===== src/acctilt_isqrt.sv =====
// ---------------------------------------------------------------------------
// acctilt_isqrt
// Pipelined floor square root, one root bit per stage, with sideband data.
// ---------------------------------------------------------------------------
module acctilt_isqrt #(
   parameter int RW     = 24,
   parameter int SIDE_W = 48
) (
   input  logic              clock,
   input  logic              reset,
   input  logic              en,
   input  logic              in_valid,
   input  logic [2*RW-1:0]   in_radicand,
   input  logic [SIDE_W-1:0] in_side,
   output logic              out_valid,
   output logic [RW-1:0]     out_root,
   output logic [SIDE_W-1:0] out_side
);

   logic [RW-1:0]     vld_ff;
   logic [RW-1:0]     vld_in;
   logic [RW+1:0]     rem_ff   [RW];
   logic [RW-1:0]     root_ff  [RW];
   logic [2*RW-1:0]   rad_ff   [RW];
   logic [SIDE_W-1:0] side_ff  [RW];

   logic [RW+1:0]     rem_src  [RW];
   logic [RW-1:0]     root_src [RW];
   logic [2*RW-1:0]   rad_src  [RW];
   logic [SIDE_W-1:0] side_src [RW];

   logic [RW+1:0]     rem_sh   [RW];
   logic [RW+1:0]     trial    [RW];
   logic [RW-1:0]     take;
   logic [RW+1:0]     rem_in   [RW];
   logic [RW-1:0]     root_in  [RW];
   logic [2*RW-1:0]   rad_in   [RW];

   assign vld_in = {vld_ff[RW-2:0], in_valid};

   for (genvar k = 0; k < RW; k++) begin : g_step
      if (k == 0) begin : g_first
         assign rem_src[k]  = '0;
         assign root_src[k] = '0;
         assign rad_src[k]  = in_radicand;
         assign side_src[k] = in_side;
      end else begin : g_next
         assign rem_src[k]  = rem_ff[k-1];
         assign root_src[k] = root_ff[k-1];
         assign rad_src[k]  = rad_ff[k-1];
         assign side_src[k] = side_ff[k-1];
      end

      assign rem_sh[k]  = {rem_src[k][RW-1:0], rad_src[k][2*RW-1 -: 2]};
      assign trial[k]   = {root_src[k], 2'b01};
      assign take[k]    = (rem_sh[k] >= trial[k]);
      assign rem_in[k]  = take[k] ? (rem_sh[k] - trial[k]) : rem_sh[k];
      assign root_in[k] = {root_src[k][RW-2:0], take[k]};
      assign rad_in[k]  = {rad_src[k][2*RW-3:0], 2'b00};
   end

   always_ff @(posedge clock) begin
      if (reset) begin
         vld_ff <= '0;
      end else if (en) begin
         vld_ff <= vld_in;
      end
   end

   always_ff @(posedge clock) begin
      if (en) begin
         rem_ff  <= rem_in;
         root_ff <= root_in;
         rad_ff  <= rad_in;
         side_ff <= side_src;
      end
   end

   assign out_valid = vld_ff[RW-1];
   assign out_root  = root_ff[RW-1];
   assign out_side  = side_ff[RW-1];

endmodule


===== config.mk =====
export PLATFORM = sky130hd
export DESIGN_NAME = acctilt_isqrt
export DESIGN_NICKNAME = d
export VERILOG_FILES = /design/src/acctilt_isqrt.sv
export SDC_FILE = /design/constraint.sdc
export NUM_CORES = 2
export LEC_CHECK = 0
export BUFFER_PORTS_ARGS = -buffer_cell sky130_fd_sc_hd__buf_4
export CAP_MARGIN = 20
export CORE_ASPECT_RATIO = 1.75
export CORE_MARGIN = 2
export CORE_UTILIZATION = 60
export CTS_CLUSTER_DIAMETER = 60
export DETAILED_ROUTE_END_ITERATION = 8
export GPL_TIMING_DRIVEN = 1
export PLACE_DENSITY = 0.82
export SYNTH_ARGS = -nofsm -noshare
export SYNTH_HDL_FRONTEND = slang
export SYNTH_SLANG_ARGS = --single-unit
export TNS_END_PERCENT = 1

===== constraint.sdc =====
create_clock -name clock -period 5 [get_ports clock]
set_clock_uncertainty 0.2 [all_clocks]
set_input_delay 0.25 -clock clock [delete_from_list [all_inputs] [get_ports clock]]
set_output_delay 0.25 -clock clock [all_outputs]
set_load 0.01 [all_outputs]

==> insert_results.sql <==
INSERT INTO impl_metrics (metric_group, metric, value, unit) VALUES
('critical_path', 'critical_r2r_capture', 'rem_ff[95]', ''),
('power_and_ir_drop', 'p_sw', '12.1', 'mW'),
('synthesis', 'synth_most_common_cell', 'sky130_fd_sc_hd__edfxtp_1', ''),
('global_routing', 'grt_pass1_vias', '52200', ''),
('drt', 'drcViolationCount', '0', ''),
('floorplanning', 'initial_core_utilization', '60.3', '%'),
('clock_network', 'cts.htree.levels', '4', ''),
('drt', 'drt-pass1-iter-count', '6', ''),
('drt', 'wire_per_inst', '19.6', 'um'),
('synthesis', 'synthesis.area', '99100', 'sq um'),
('global_routing', 'grt_max_degree', '165', ''),
('place', 'cells_after_dpl', '8387', ''),
('timing', 'setup_repair_after_global_routing_missed_its_margin', 'false', ''),
('synthesis', 'synth_top_flop_cell', 'sky130_fd_sc_hd__edfxtp_1', ''),
('critical_path', 'startpoint', 'rem_ff[104]', ''),
('timing', 'slew_headroom', '22.9', '%'),
('clock_network', 'cts.sink_count', '2550', ''),
('floorplanning', 'core_area', '164000', 'sq um'),
('synthesis', 'post_synthesis_sequential_element_count', '2550', ''),
('clock_network', 'post_cts_sizing_count', '0', ''),
('final_layout', 'nets', '7037', ''),
('power_and_ir_drop', 'sw_frac_of_total', '24.3', '%'),
('clock_network', 'ctsRootBufferMaster', 'sky130_fd_sc_hd__clkbuf_16', ''),
('critical_path', 'cp.arrival', '4.56', 'ns'),
('job', 'max_cap_violations', '0', ''),
('timing', 'final_hold_viol_count', '0', ''),
('power_and_ir_drop', 'flop_pwr_share', '54.2', '%'),
('power_and_ir_drop', 'clock_power_share', '32.9', '%'),
('floorplanning', 'fp.dieArea', '169000', 'sq um'),
('critical_path', 'endpoint_kind', 'register', ''),
('power_and_ir_drop', 'pwr-share-comb', '12.9', '%'),
('critical_path', 'timing.reg2reg.setup_slack', '0.79', 'ns'),
('synthesis', 'yosys-top-cells-count', 'sky130_fd_sc_hd__edfxtp_1 (2526), sky130_fd_sc_hd__inv_1 (409), sky130_fd_sc_hd__ha_1 (325)', ''),
('floorplanning', 'dieHeight', '542', 'um'),
('synthesis', 'synth.largest_area_cell', 'sky130_fd_sc_hd__edfxtp_1', ''),
('place', 'io_buffer_count', '172', ''),
('synthesis', 'yosys.area.top_type_share', '76.5', '%'),
('timing', 'finalWorstSetupSlack', '0.792', 'ns'),
('drt', 'route.vias.total', '50100', ''),
('worst_hold_path', 'worstHoldPathType', 'input pin to register', ''),
('critical_path', 'regToRegStartpoint', 'rem_ff[104]', ''),
('critical_path', 'cp_data_required_time', '5.35', 'ns'),
('timing', 'timing_max_transition_violations_final', '0', ''),
('synthesis', 'synth.net_count', '6545', ''),
('synthesis', 'synth-warning-count', '0', ''),
('final_layout', 'final_util', '68.0', '%'),
('final_layout', 'fin_area', '112000', 'sq um'),
('synthesis', 'async_reset_ff_share', '0', '%'),
('status', 'status', 'finished clean', ''),
('clock_network', 'cts_tree', 'built', ''),
('global_routing', 'groute.usage.overall', '20.7', '%'),
('drt', 'drt-initial-drc-count', '3642', ''),
('synthesis', 'synthTopCellsByArea', 'sky130_fd_sc_hd__edfxtp_1 (77%), sky130_fd_sc_hd__ha_1 (4.1%), sky130_fd_sc_hd__xor2_1 (1.9%)', ''),
('timing', 'period_share', '84.2', '%'),
('critical_path', 'ff2ff_path_depth', '9', ''),
('drt', 'drt_antenna_net_count', '0', ''),
('global_routing', 'grt-ovfl-total', '0', ''),
('synthesis', 'post_synth_inst_count', '6120', ''),
('floorplanning', 'fp.dieW', '311', 'um'),
('power_and_ir_drop', 'powerDensity', '445', 'nW/um^2'),
('clock_network', 'worst_setup_hold_path_clk_slew', '0.07', 'ns'),
('drt', 'via_per_inst', '5.58', ''),
('place', 'placed_instance_area', '103000', 'sq um'),
('global_routing', 'global_route_wire_length_before_repair', '271', 'mm'),
('critical_path', 'timing.setup.critical_path_class', 'register to register', ''),
('global_routing', 'antenna_found_initial', '2', ''),
('power_and_ir_drop', 'power.static_leakage', '41.3', 'nW'),
('timing', 'final.min_clock_period', '4.21', 'ns'),
('floorplanning', 'placement_rows', '197', ''),
('place', 'place_hpwl', '113', 'mm'),
('final_layout', 'area_growth', '12.8', '%');
[registers in the layout, indices dropped and copies added, names as in the netlist]
name      count
side_ff    1104
vld_ff       24
rad_ff      552
rem_ff      522
out_root     24
out_side     48
root_ff     276
[how the worst min path moves through the flow]
| stage | cells past startpoint | from | to | slack (ns) |
|---|---|---|---|---|
| after floorplan | 1 | reset | vld_ff[0] | 0.12 |
| after global placement | 0 | side_ff[727] | side_ff[679] | 0.20 |
| after detailed placement | 0 | side_ff[68] | out_side[20] | 0.20 |
| after CTS | 3 | in_radicand[46] | rem_ff[598] | 0.01 |
| after global routing | 3 | in_radicand[46] | rem_ff[598] | 0.04 |
| final | 3 | in_radicand[46] | rem_ff[598] | 0.06 |
[cells by family after synthesis]
group	count (synthesis)	synth area share (%)
xor+xnor	407	3.60
simple gates	1255	6.19
compound gates	929	5.72
fa+ha+maj	325	4.10
mux	83	0.893
flops	2550	77.0
other cells	1	0.00378
buf+inv	570	2.46
[timing repair]
| item | CTS | global route |
|---|---|---|
| setup endpoints to repair | 0 | 0 |
| buffers inserted | 0 | 0 |
| hold buffers | 196 | 0 |
| hold endpoints to repair | 212 | 0 |
[per-layer routing]
layer | wire (um) | track usage [%]
met3 | 5280 | 2.57
met2 | 101000 | 41.7
met1 | 55400 | 18.2
met5 | 0 | 0
met4 | 13900 | 14.9
[critical path, stage by stage (launching register included)]
cell                       delay [ns]
sky130_fd_sc_hd__edfxtp_1        0.39
sky130_fd_sc_hd__ha_1            0.36
sky130_fd_sc_hd__nor2b_1         0.16
sky130_fd_sc_hd__o31a_1          0.30
sky130_fd_sc_hd__o211ai_1        0.40
sky130_fd_sc_hd__a21boi_0        0.25
sky130_fd_sc_hd__o21ai_0         0.23
sky130_fd_sc_hd__a21boi_0        0.15
sky130_fd_sc_hd__or4b_2          1.03
sky130_fd_sc_hd__mux2_2          0.42
[placed cells by master (no fill, tap or decap), types with 35 or more instances in the layout]
| cell | count |
|---|---|
| sky130_fd_sc_hd__clkbuf_16 | 214 |
| sky130_fd_sc_hd__nor4_1 | 70 |
| sky130_fd_sc_hd__nand2b_1 | 62 |
| sky130_fd_sc_hd__nor3_1 | 127 |
| sky130_fd_sc_hd__o31ai_1 | 43 |
| sky130_fd_sc_hd__xnor2_1 | 193 |
| sky130_fd_sc_hd__edfxtp_1 | 2526 |
| sky130_fd_sc_hd__nand2_1 | 323 |
| sky130_fd_sc_hd__o21ai_0 | 259 |
| sky130_fd_sc_hd__xor2_1 | 213 |
| sky130_fd_sc_hd__or4_1 | 35 |
| sky130_fd_sc_hd__clkinv_1 | 44 |
| sky130_fd_sc_hd__inv_1 | 409 |
| sky130_fd_sc_hd__nand3_1 | 92 |
| sky130_fd_sc_hd__a21oi_1 | 294 |
| sky130_fd_sc_hd__or3_1 | 35 |
| sky130_fd_sc_hd__o21a_1 | 60 |
| sky130_fd_sc_hd__dlygate4sd3_1 | 196 |
| sky130_fd_sc_hd__nor2b_1 | 38 |
| sky130_fd_sc_hd__mux2_2 | 43 |
| sky130_fd_sc_hd__buf_4 | 222 |
| sky130_fd_sc_hd__nor2_1 | 320 |
| sky130_fd_sc_hd__clkinv_2 | 47 |
| sky130_fd_sc_hd__a21o_1 | 103 |
| sky130_fd_sc_hd__ha_1 | 325 |
| sky130_fd_sc_hd__mux2i_1 | 40 |
[power groups by stage]
stage / clock [mW] / combinational, mW / sequential [mW]
after global routing: 17.5 / 7.06 / 27.1
after CTS: 16.7 / 6.35 / 26.9
after detailed placement: 0 / 6.19 / 27.4
after global placement: 0 / 5.94 / 27.3
after floorplan: 0 / 4.40 / 27.0
final: 16.3 / 6.41 / 27.0
[stage by stage]
stage	hold slack, ns	power, mW
after floorplan	0.122	31.4
after CTS	0.0119	50.0
after detailed placement	0.205	33.6
final	0.0609	49.7
after global routing	0.0443	51.7
after global placement	0.200	33.2
[area by class of cell]
class                           count  area (sq um)
Fill cell                       10600         52700
Timing Repair Buffer              435          3950
Clock inverter                    138          1280
Multi-Input combinational cell   3000         20400
Sequential cell                  2550         76300
Inverter                          411          1540
Antenna cell                        3          7.51
Clock buffer                      250          5510
Tap cell                         2189          2740
Note: power is estimated with default switching activity, not from simulation.
